[config.mk]
export PLATFORM = sky130hd
export DESIGN_NAME = turntable_velocity_ramp_controller
export DESIGN_NICKNAME = d
export VERILOG_FILES = /design/src/hdl/tvrc_pkg.sv /design/src/hdl/turntable_velocity_ramp_controller.sv /design/src/hdl/tvrc_cfg_regs.sv /design/src/hdl/tvrc_ctrl.sv /design/src/hdl/tvrc_datapath.sv
export SDC_FILE = /design/constraint.sdc
export NUM_CORES = 2
export LEC_CHECK = 0
export ABC_AREA = 1
export BUFFER_PORTS_ARGS = -buffer_cell sky130_fd_sc_hd__buf_2
export CAP_MARGIN = 25
export CORE_ASPECT_RATIO = 0.7
export CORE_MARGIN = 2
export CORE_UTILIZATION = 30
export CTS_CLUSTER_SIZE = 16
export DETAILED_ROUTE_END_ITERATION = 6
export GPL_TIMING_DRIVEN = 0
export SLEW_MARGIN = 20
export SYNTH_ARGS = -nofsm -noshare
export SYNTH_HDL_FRONTEND = slang
export SYNTH_SLANG_ARGS = --single-unit
export TNS_END_PERCENT = 20
[constraint.sdc]
create_clock -name i_clk -period 22.3 [get_ports i_clk]
set_input_delay 5.575 -clock i_clk [delete_from_list [all_inputs] [get_ports i_clk]]
set_output_delay 5.575 -clock i_clk [all_outputs]
set_load 0.05 [all_outputs]
[src/hdl/tvrc_pkg.sv]
// shared types, register codes and constants for the turntable velocity ramp controller
// no dependencies; imported by every module of the block

package tvrc_pkg;

    // field and port widths
    localparam int ERR_W       = 16;
    localparam int MS_W        = 16;
    localparam int DRV_W       = 12;
    localparam int VEL_W       = 18;
    localparam int ANG_W       = 32;
    localparam int IN_TDATA_W  = 32;
    localparam int OUT_TDATA_W = 64;
    localparam int CFG_IDX_W   = 3;
    localparam int CFG_DATA_W  = 17;

    // datapath widths
    localparam int PROD_W = 36;
    localparam int WORK_W = 36;
    localparam int TGT_W  = 25;
    localparam int STEP_W = 32;
    localparam int QUO_W  = 24;
    localparam int REM_W  = 10;

    // angle divider: radix-16 long division by a constant
    localparam int DIV_DIGITS  = 9;
    localparam int DIV_CNT_W   = 4;
    localparam int ANG_DIVISOR = 1000;

    // largest drive code
    localparam logic [DRV_W-1:0] DRIVE_MAX = 12'd4095;

    // configuration register indexes
    localparam logic [CFG_IDX_W-1:0] REG_ENABLE = 3'd0;
    localparam logic [CFG_IDX_W-1:0] REG_ACCEL  = 3'd1;
    localparam logic [CFG_IDX_W-1:0] REG_GAIN   = 3'd2;
    localparam logic [CFG_IDX_W-1:0] REG_DBAND  = 3'd3;
    localparam logic [CFG_IDX_W-1:0] REG_VPV    = 3'd4;
    localparam logic [CFG_IDX_W-1:0] REG_CENTER = 3'd5;
    localparam logic [CFG_IDX_W-1:0] REG_LIMIT  = 3'd6;

    // configuration reset values
    localparam logic        RST_ENABLE = 1'b1;
    localparam logic [15:0] RST_ACCEL  = 16'd131;
    localparam logic [11:0] RST_GAIN   = 12'd512;
    localparam logic [14:0] RST_DBAND  = 15'd715;
    localparam logic [11:0] RST_VPV    = 12'd1244;
    localparam logic [11:0] RST_CENTER = 12'd1250;
    localparam logic [16:0] RST_LIMIT  = 17'd65536;

    // multiplier operand select codes
    localparam logic [1:0] MUL_STEP = 2'd0;
    localparam logic [1:0] MUL_TGT  = 2'd1;
    localparam logic [1:0] MUL_DRV  = 2'd2;
    localparam logic [1:0] MUL_ANG  = 2'd3;

    typedef struct packed {
        logic        enable;
        logic [15:0] accel;
        logic [11:0] gain;
        logic [14:0] deadband;
        logic [11:0] vpv;
        logic [11:0] center;
        logic [16:0] limit;
    } t_cfg;

    // controller to datapath commands
    typedef struct packed {
        logic       load_in;
        logic       mul_en;
        logic [1:0] mul_sel;
        logic       save_step;
        logic       ramp1;
        logic       ramp2;
        logic       clamp;
        logic       drive;
        logic       div_init;
        logic       div_step;
        logic       finish;
    } t_cmd;

    // datapath to controller status
    typedef struct packed {
        logic out_free;
    } t_status;

    // k times the angle divisor, k in 0..15
    function automatic logic [13:0] div_multiple(input logic [3:0] k);
        return 14'(k * ANG_DIVISOR);
    endfunction

endpackage

[src/hdl/turntable_velocity_ramp_controller.sv]
// top level of the turntable velocity ramp controller
// depends on tvrc_pkg, tvrc_cfg_regs, tvrc_ctrl and tvrc_datapath
//
//  channel   direction  handshake                       payload
//  s_axis    in         s_axis_tvalid / s_axis_tready   heading_error, elapsed_ms
//  m_axis    out        m_axis_tvalid / m_axis_tready   drive_millivolts, turn_velocity,
//                                                       table_angle
//  cfg       in         i_cfg_valid / o_cfg_ready       i_cfg_index, i_cfg_data
//
//  a new request is taken only once the last one is finished; the work is set by the
//  single shared multiplier (four products) and the 9-digit radix-16 divider for the
//  angle increment; s_axis_tready is high only while the sequencer is idle
//  a finished result waits in the output register while the next request is taken;
//  a stall on m_axis holds the sequencer in its last step until the register frees
//  synchronous active-low reset clears velocity, angle, sequencer and output valid
//  and loads the configuration defaults; configuration writes are taken every cycle

module turntable_velocity_ramp_controller (
    input  logic                             i_clk,
    input  logic                             i_rst_n,
    input  logic                             s_axis_tvalid,
    output logic                             s_axis_tready,
    // [15:0] heading_error, [31:16] elapsed_ms
    input  logic [tvrc_pkg::IN_TDATA_W-1:0]  s_axis_tdata,
    output logic                             m_axis_tvalid,
    input  logic                             m_axis_tready,
    // [11:0] drive_millivolts, [29:12] turn_velocity, [61:30] table_angle, [63:62] zero
    output logic [tvrc_pkg::OUT_TDATA_W-1:0] m_axis_tdata,
    input  logic                             i_cfg_valid,
    output logic                             o_cfg_ready,
    input  logic [tvrc_pkg::CFG_IDX_W-1:0]   i_cfg_index,
    input  logic [tvrc_pkg::CFG_DATA_W-1:0]  i_cfg_data
);
    import tvrc_pkg::*;

    t_cfg    cfg;
    t_cmd    cmd;
    t_status status;

    tvrc_cfg_regs u_cfg (
        .i_clk       (i_clk),
        .i_rst_n     (i_rst_n),
        .i_cfg_valid (i_cfg_valid),
        .o_cfg_ready (o_cfg_ready),
        .i_cfg_index (i_cfg_index),
        .i_cfg_data  (i_cfg_data),
        .o_cfg       (cfg)
    );

    tvrc_ctrl u_ctrl (
        .i_clk      (i_clk),
        .i_rst_n    (i_rst_n),
        .i_in_valid (s_axis_tvalid),
        .o_in_ready (s_axis_tready),
        .i_status   (status),
        .o_cmd      (cmd)
    );

    tvrc_datapath u_dp (
        .i_clk       (i_clk),
        .i_rst_n     (i_rst_n),
        .i_cfg       (cfg),
        .i_cmd       (cmd),
        .o_status    (status),
        .i_in_data   (s_axis_tdata),
        .o_out_valid (m_axis_tvalid),
        .i_out_ready (m_axis_tready),
        .o_out_data  (m_axis_tdata)
    );

endmodule

[src/hdl/tvrc_cfg_regs.sv]
// configuration register file of the turntable velocity ramp controller
// depends on tvrc_pkg

module tvrc_cfg_regs (
    input  logic                          i_clk,
    input  logic                          i_rst_n,
    input  logic                          i_cfg_valid,
    output logic                          o_cfg_ready,
    input  logic [tvrc_pkg::CFG_IDX_W-1:0]  i_cfg_index,
    input  logic [tvrc_pkg::CFG_DATA_W-1:0] i_cfg_data,
    output tvrc_pkg::t_cfg                o_cfg
);
    import tvrc_pkg::*;

    t_cfg r_cfg;

    assign o_cfg_ready = 1'b1;
    assign o_cfg       = r_cfg;

    // register writes, out of range indexes are dropped
    always_ff @(posedge i_clk) begin
        if (!i_rst_n) begin
            r_cfg.enable   <= RST_ENABLE;
            r_cfg.accel    <= RST_ACCEL;
            r_cfg.gain     <= RST_GAIN;
            r_cfg.deadband <= RST_DBAND;
            r_cfg.vpv      <= RST_VPV;
            r_cfg.center   <= RST_CENTER;
            r_cfg.limit    <= RST_LIMIT;
        end else if (i_cfg_valid) begin
            case (i_cfg_index)
                REG_ENABLE: r_cfg.enable   <= i_cfg_data[0];
                REG_ACCEL:  r_cfg.accel    <= i_cfg_data[15:0];
                REG_GAIN:   r_cfg.gain     <= i_cfg_data[11:0];
                REG_DBAND:  r_cfg.deadband <= i_cfg_data[14:0];
                REG_VPV:    r_cfg.vpv      <= i_cfg_data[11:0];
                REG_CENTER: r_cfg.center   <= i_cfg_data[11:0];
                REG_LIMIT:  r_cfg.limit    <= i_cfg_data[16:0];
                default: ;
            endcase
        end
    end

endmodule

[src/hdl/tvrc_ctrl.sv]
// sequencing state machine of the turntable velocity ramp controller
// depends on tvrc_pkg; drives the commands of tvrc_datapath

module tvrc_ctrl (
    input  logic               i_clk,
    input  logic               i_rst_n,
    input  logic               i_in_valid,
    output logic               o_in_ready,
    input  tvrc_pkg::t_status  i_status,
    output tvrc_pkg::t_cmd     o_cmd
);
    import tvrc_pkg::*;

    localparam logic [3:0] S_IDLE  = 4'd0;
    localparam logic [3:0] S_MSTEP = 4'd1;
    localparam logic [3:0] S_MTGT  = 4'd2;
    localparam logic [3:0] S_RAMP1 = 4'd3;
    localparam logic [3:0] S_RAMP2 = 4'd4;
    localparam logic [3:0] S_CLAMP = 4'd5;
    localparam logic [3:0] S_MDRV  = 4'd6;
    localparam logic [3:0] S_DRV   = 4'd7;
    localparam logic [3:0] S_DINIT = 4'd8;
    localparam logic [3:0] S_DIV   = 4'd9;
    localparam logic [3:0] S_DONE  = 4'd10;

    logic [3:0]           r_state, n_state;
    logic [DIV_CNT_W-1:0] r_cnt, n_cnt;

    assign o_in_ready = (r_state == S_IDLE);

    // next state and command decode
    always_comb begin
        n_state = r_state;
        n_cnt   = r_cnt;
        o_cmd   = '0;
        case (r_state)
            S_IDLE: begin
                if (i_in_valid) begin
                    o_cmd.load_in = 1'b1;
                    n_state       = S_MSTEP;
                end
            end
            S_MSTEP: begin
                o_cmd.mul_en  = 1'b1;
                o_cmd.mul_sel = MUL_STEP;
                n_state       = S_MTGT;
            end
            S_MTGT: begin
                o_cmd.save_step = 1'b1;
                o_cmd.mul_en    = 1'b1;
                o_cmd.mul_sel   = MUL_TGT;
                n_state         = S_RAMP1;
            end
            S_RAMP1: begin
                o_cmd.ramp1 = 1'b1;
                n_state     = S_RAMP2;
            end
            S_RAMP2: begin
                o_cmd.ramp2 = 1'b1;
                n_state     = S_CLAMP;
            end
            S_CLAMP: begin
                o_cmd.clamp = 1'b1;
                n_state     = S_MDRV;
            end
            S_MDRV: begin
                o_cmd.mul_en  = 1'b1;
                o_cmd.mul_sel = MUL_DRV;
                n_state       = S_DRV;
            end
            S_DRV: begin
                o_cmd.drive   = 1'b1;
                o_cmd.mul_en  = 1'b1;
                o_cmd.mul_sel = MUL_ANG;
                n_state       = S_DINIT;
            end
            S_DINIT: begin
                o_cmd.div_init = 1'b1;
                n_cnt          = '0;
                n_state        = S_DIV;
            end
            S_DIV: begin
                o_cmd.div_step = 1'b1;
                n_cnt          = r_cnt + 1'b1;
                if (r_cnt == DIV_CNT_W'(DIV_DIGITS - 1)) begin
                    n_state = S_DONE;
                end
            end
            S_DONE: begin
                // wait for the output register to free up
                if (i_status.out_free) begin
                    o_cmd.finish = 1'b1;
                    n_state      = S_IDLE;
                end
            end
            default: begin
                n_state = S_IDLE;
            end
        endcase
    end

    always_ff @(posedge i_clk) begin
        if (!i_rst_n) begin
            r_state <= S_IDLE;
            r_cnt   <= '0;
        end else begin
            r_state <= n_state;
            r_cnt   <= n_cnt;
        end
    end

endmodule

[src/hdl/tvrc_datapath.sv]
// datapath of the turntable velocity ramp controller: shared multiplier, ramp,
// clamp, drive, radix-16 angle divider and output register; depends on tvrc_pkg

module tvrc_datapath (
    input  logic                             i_clk,
    input  logic                             i_rst_n,
    input  tvrc_pkg::t_cfg                   i_cfg,
    input  tvrc_pkg::t_cmd                   i_cmd,
    output tvrc_pkg::t_status                o_status,
    input  logic [tvrc_pkg::IN_TDATA_W-1:0]  i_in_data,
    output logic                             o_out_valid,
    input  logic                             i_out_ready,
    output logic [tvrc_pkg::OUT_TDATA_W-1:0] o_out_data
);
    import tvrc_pkg::*;

    // item and working registers
    logic signed [ERR_W-1:0]  r_err;
    logic [MS_W-1:0]          r_ms;
    logic [STEP_W-1:0]        r_step;
    logic signed [TGT_W-1:0]  r_tgt;
    logic signed [PROD_W-1:0] r_prod;
    logic signed [WORK_W-1:0] r_v;
    logic                     r_inc;
    logic                     r_dec;
    logic [DRV_W-1:0]         r_drive;
    logic                     r_neg;
    logic [PROD_W-1:0]        r_dvd;
    logic [REM_W-1:0]         r_rem;
    logic [QUO_W-1:0]         r_quo;

    // state
    logic signed [VEL_W-1:0]  r_vel;
    logic [ANG_W-1:0]         r_ang;

    // output register
    logic                     r_out_valid;
    logic [DRV_W-1:0]         r_out_drive;
    logic [VEL_W-1:0]         r_out_vel;
    logic [ANG_W-1:0]         r_out_ang;

    logic signed [16:0]       err_ext;
    logic signed [16:0]       err_neg;
    logic signed [16:0]       db_ext;
    logic                     side_pos;
    logic                     side_neg;
    logic signed [18:0]       mul_a;
    logic signed [16:0]       mul_b;
    logic signed [PROD_W-1:0] mul_p;
    logic signed [WORK_W-1:0] v0;
    logic signed [WORK_W-1:0] step_ext;
    logic signed [WORK_W-1:0] tgt_now;
    logic signed [WORK_W-1:0] tgt_reg;
    logic signed [WORK_W-1:0] lim_pos;
    logic signed [WORK_W-1:0] lim_neg;
    logic signed [WORK_W-1:0] v1;
    logic signed [WORK_W-1:0] v2;
    logic signed [WORK_W-1:0] v_cl;
    logic                     inc1;
    logic                     dec1;
    logic signed [20:0]       drv_sum;
    logic [DRV_W-1:0]         drv_sat;
    logic [PROD_W-1:0]        div_mag;
    logic [13:0]              div_cur;
    logic [3:0]               digit;
    logic [13:0]              div_rem;
    logic [ANG_W-1:0]         quo_ext;
    logic [ANG_W-1:0]         ang_inc;
    logic [ANG_W-1:0]         ang_next;

    // deadband side of the heading error
    assign err_ext  = {r_err[ERR_W-1], r_err};
    assign err_neg  = -err_ext;
    assign db_ext   = {2'b00, i_cfg.deadband};
    assign side_pos = (err_ext > db_ext);
    assign side_neg = (err_ext < -db_ext);

    // shared multiplier operand select
    always_comb begin
        case (i_cmd.mul_sel)
            MUL_STEP: begin
                mul_a = {3'b000, i_cfg.accel};
                mul_b = {1'b0, r_ms};
            end
            MUL_TGT: begin
                mul_a = {7'b0000000, i_cfg.gain};
                mul_b = err_neg;
            end
            MUL_DRV: begin
                mul_a = {r_vel[VEL_W-1], r_vel};
                mul_b = {5'b00000, i_cfg.vpv};
            end
            default: begin
                mul_a = {r_vel[VEL_W-1], r_vel};
                mul_b = {1'b0, r_ms};
            end
        endcase
    end

    assign mul_p = mul_a * mul_b;

    // ramp operands
    assign v0       = {{(WORK_W-VEL_W){r_vel[VEL_W-1]}}, r_vel};
    assign step_ext = {{(WORK_W-STEP_W){1'b0}}, r_step};
    assign tgt_now  = {{(WORK_W-TGT_W){r_prod[28]}}, r_prod[28:4]};
    assign tgt_reg  = {{(WORK_W-TGT_W){r_tgt[TGT_W-1]}}, r_tgt};
    assign lim_pos  = {{(WORK_W-17){1'b0}}, i_cfg.limit};
    assign lim_neg  = -lim_pos;

    // first compare of the ramp, or the deadband decay step
    always_comb begin
        v1   = v0;
        inc1 = 1'b0;
        dec1 = 1'b0;
        if (side_pos) begin
            if (v0 > tgt_now) v1 = v0 - step_ext;
        end else if (side_neg) begin
            if (v0 < tgt_now) v1 = v0 + step_ext;
        end else if (v0 < 0) begin
            v1   = v0 + step_ext;
            inc1 = 1'b1;
        end else if (v0 > 0) begin
            v1   = v0 - step_ext;
            dec1 = 1'b1;
        end
    end

    // second compare of the ramp, or the stop at zero in the deadband
    always_comb begin
        v2 = r_v;
        if (side_pos) begin
            if (r_v < tgt_reg) v2 = r_v + step_ext;
        end else if (side_neg) begin
            if (r_v > tgt_reg) v2 = r_v - step_ext;
        end else if (r_inc && (r_v > 0)) begin
            v2 = '0;
        end else if (r_dec && (r_v < 0)) begin
            v2 = '0;
        end
    end

    // velocity limit
    always_comb begin
        v_cl = r_v;
        if (r_v > lim_pos) begin
            v_cl = lim_pos;
        end else if (r_v < lim_neg) begin
            v_cl = lim_neg;
        end
    end

    // drive: center plus scaled velocity (center alone when disabled), saturated
    always_comb begin
        if (i_cfg.enable) begin
            drv_sum = $signed({9'd0, i_cfg.center}) + $signed({r_prod[35], r_prod[35:16]});
        end else begin
            drv_sum = $signed({9'd0, i_cfg.center});
        end
        if (drv_sum < 0) begin
            drv_sat = '0;
        end else if (drv_sum > $signed({9'd0, DRIVE_MAX})) begin
            drv_sat = DRIVE_MAX;
        end else begin
            drv_sat = drv_sum[DRV_W-1:0];
        end
    end

    // divider input: magnitude, biased up by divisor minus one when negative
    assign div_mag = r_prod[PROD_W-1] ? (~r_prod + PROD_W'(ANG_DIVISOR)) : r_prod;

    // one quotient digit per step
    assign div_cur = {r_rem, r_dvd[PROD_W-1 -: 4]};

    always_comb begin
        digit = '0;
        for (int k = 1; k < 16; k++) begin
            if (div_cur >= div_multiple(4'(k))) digit = 4'(k);
        end
    end

    assign div_rem = div_cur - div_multiple(digit);

    // angle update
    assign quo_ext  = {{(ANG_W-QUO_W){1'b0}}, r_quo};
    assign ang_inc  = r_neg ? (~quo_ext + 1'b1) : quo_ext;
    assign ang_next = r_ang + ang_inc;

    // working registers
    always_ff @(posedge i_clk) begin
        if (i_cmd.load_in) begin
            r_err <= i_in_data[ERR_W-1:0];
            r_ms  <= i_in_data[ERR_W +: MS_W];
        end
        if (i_cmd.mul_en) begin
            r_prod <= mul_p;
        end
        if (i_cmd.save_step) begin
            r_step <= r_prod[STEP_W-1:0];
        end
        if (i_cmd.ramp1) begin
            r_v   <= v1;
            r_tgt <= r_prod[28:4];
            r_inc <= inc1;
            r_dec <= dec1;
        end
        if (i_cmd.ramp2) begin
            r_v <= v2;
        end
        if (i_cmd.drive) begin
            r_drive <= drv_sat;
        end
        if (i_cmd.div_init) begin
            r_neg <= r_prod[PROD_W-1];
            r_dvd <= div_mag;
            r_rem <= '0;
            r_quo <= '0;
        end
        if (i_cmd.div_step) begin
            r_dvd <= {r_dvd[PROD_W-5:0], 4'b0000};
            r_rem <= div_rem[REM_W-1:0];
            r_quo <= {r_quo[QUO_W-5:0], digit};
        end
        if (i_cmd.finish) begin
            r_out_drive <= r_drive;
            r_out_vel   <= r_vel;
            r_out_ang   <= ang_next;
        end
    end

    // velocity and angle state
    always_ff @(posedge i_clk) begin
        if (!i_rst_n) begin
            r_vel <= '0;
            r_ang <= '0;
        end else begin
            if (i_cmd.clamp) begin
                r_vel <= v_cl[VEL_W-1:0];
            end
            if (i_cmd.finish) begin
                r_ang <= ang_next;
            end
        end
    end

    // output request valid
    always_ff @(posedge i_clk) begin
        if (!i_rst_n) begin
            r_out_valid <= 1'b0;
        end else if (i_cmd.finish) begin
            r_out_valid <= 1'b1;
        end else if (i_out_ready) begin
            r_out_valid <= 1'b0;
        end
    end

    assign o_status.out_free = !r_out_valid || i_out_ready;
    assign o_out_valid       = r_out_valid;
    assign o_out_data        = {2'b00, r_out_ang, r_out_vel, r_out_drive};

endmodule

==> impl_metrics.toml <==
[status]
status = "completed"

[power]
clockPowerShare_pct = 13.3
seqPwrFrac_pct = 20.5
combPwrFrac_pct = 66.3
powerDensity_nw_per_um2 = 134
p_sw_share_pct = 52.4
leakage_nw = 24.7
power_switching_mw = 3.66
p_int_mw = 3.32
ir_drop_v = 0.000237

[setup_path]
cp_max_fo = 14
critPathTopFamily = "adder cells"
slowest_stage = "nor2_1"
critPathBufInv = 8
crit_top_cell = "fa_1"
worst-endpoint-arrival_ns = 10.65
start_kind = "register"
worstPathRequired_ns = 22.68
cp-end-kind = "register"
path_class = "reg2reg"
cpPeakStageDelay_ns = 0.80

[place]
port_buffers = 119
routabilityCongestion = 1.02
hpwl_um = 152000

[global_route]
grt_pass1_wl_um = 268000
grt.total_usage_pct = 22.2
grt-ovfl-total = 0
first_global_vias = 41100
grt_max_degree = 50
antenna_found_initial = 6

[clock_tree]
clock_latency_ns = 0.65
ctsHoldBuffers = 0
path_clk_slew_ns = 0.07
cts_tree = "built"
cts.path.max_buffers = 3
cts.repair.resized = 0
cts-root-buf = "clkbuf_16"
cts-buffers-inserted = 49
cts.sinks = 452
htreeDepth = 2
post_cts_buffers = 0

[timing]
rsz0062_at_grt = "no"
fin_setup_tns_ns = 0
period_needed_ns = 10.28
max_freq_ghz = 0.0973
hold_viol = 0
slew_violations = 0
worst_pin_slew_ns = 1.14
clock_skew_ns = 0.0385
finalSetupViolCount = 0
holdWs_ns = 0.408
post-route-period-util_pct = 46.1
slew_headroom_pct = 24.3

[floorplanning]
dieArea_um2 = 160000
ios = 124
start_util_pct = 30.2
core-area_um2 = 156000
die_w_um = 477
rows = 121
die_y_um = 335

[synthesis]
avgSynthCellArea_um2 = 7.61
synthArstFlopShare_pct = 0
synth.distinct_cells = 70
ys.flop_type = "edfxtp_1"
ys_seq_elements = 452
ys_seq_area_share_pct = 25.7
synth_area_um2 = 47000
synth_warnings = 0
syn_inst = 6178
synth-edff-count = 304

[routing]
ant_nets = 0
drc_errors = 0
wl_per_cell_um = 21.6
viasPerCell = 5.18
drt_pass1_iterations = 6
drt_wl_total_um = 183000
drt_first_iter_violations = 5815
vias = 44000

[layout]
mostFrequentLayoutCells = "1092 x nand2_1, 1055 x inv_1, 719 x nor2_1, 455 x a21oi_1, 428 x ha_1"
fin_nets = 7175
drive_above_1_share_pct = 5.72
final_common_cell = "nand2_1"
area_growth_pct = 11.2

[job]
drv_cap = 0

[min_path]
min_path_type = "reg2reg"
layer usage:
layer	share of wire, %	global-route usage (%)
met4	2.2	4.59
met2	37	29.1
met5	0.024	0
met1	48	35.1
met3	13	6.14
Yosys cell counts, drive strengths merged, types with 72 or more instances:
cell	instances	area share, %
nand2	1101	8.8
inv	1066	8.5
nor2	738	6.0
a21oi	456	4.9
ha	428	11
o21ai	414	4.5
fa	327	14
edfxtp	304	19
nand3	276	3.0
xor2	172	3.2
dfxtp	148	6.3
clkbuf	114	0.91
nor3	100	1.2
o211ai	72	1.1
state kept, by name, summed over array words and instances, names as in the netlist, 4 cells and up:
name              cells
u_cfg.o_cfg          85
u_dp.r_dvd           36
u_dp.r_prod          36
u_dp.r_v             36
u_dp.r_ang           32
u_dp.r_out_ang       32
u_dp.r_step          32
u_dp.r_tgt           25
u_dp.r_quo           24
u_dp.r_out_vel       18
u_dp.r_vel           18
u_dp.r_err           16
u_dp.r_ms            16
u_dp.r_drive         12
u_dp.r_out_drive     12
u_dp.r_rem           10
u_ctrl.r_cnt          4
u_ctrl.r_state        4
power by group through the flow:
stage | Clock [mW] | Combinational [mW] | Sequential, mW
after detailed placement | 0 | 4.53 | 1.44
after global routing | 0.973 | 5.21 | 1.44
after floorplan | 0 | 3.22 | 1.36
after global placement | 0 | 4.47 | 1.46
final | 0.926 | 4.63 | 1.43
after CTS | 0.943 | 4.57 | 1.43
cell families after synthesis:
logic type / Yosys count / share of synthesized area (%)
buffers and inverters: 1260 / 10.3
flip-flops: 452 / 25.7
AO/OA/AOI/OAI: 1161 / 14.1
AND/OR/NAND/NOR: 2341 / 20.7
adder cells (fa/ha/maj): 755 / 25.3
other: 2 / 0.0160
XOR/XNOR: 207 / 3.85
final cells by class:
type	count	area, um^2
Inverter	1079	4060
Multi-Input combinational cell	4467	30100
Timing Repair Buffer	133	843
Antenna cell	2	5.00
Buffer	181	798
Sequential cell	452	12100
Tap cell	2091	2620
Fill cell	16700	103000
Clock buffer	58	1300
Clock inverter	34	460
path summary, 6_finish.rpt:
path	depth (start not counted)	slack, ns	startpoint	endpoint
setup / recovery	30	12.02	u_ctrl.r_state[2]	u_dp.r_prod[35]
setup reg to reg	30	12.02	u_ctrl.r_state[2]	u_dp.r_prod[35]
hold / removal	0	0.41	u_dp.r_drive[1]	u_dp.r_out_drive[1]
hold reg to reg	0	0.41	u_dp.r_drive[1]	u_dp.r_out_drive[1]
through the flow:
stage / setup slack [ns] / area, um^2 / cells / power [mW] / util (%)
after floorplan: 13.33 / 47000 / 6179 / 4.59 / -
after global placement: 10.28 / 50200 / 8389 / 5.93 / 32.3
after detailed placement: 12.22 / 50500 / 8400 / 5.98 / 32.5
after CTS: 12.21 / 52300 / 8492 / 6.94 / 33.6
after global routing: 11.40 / 52300 / 8496 / 7.62 / 33.6
final: 12.02 / 52300 / 8497 / 6.99 / 33.6
(Power assumes the default switching activity.)
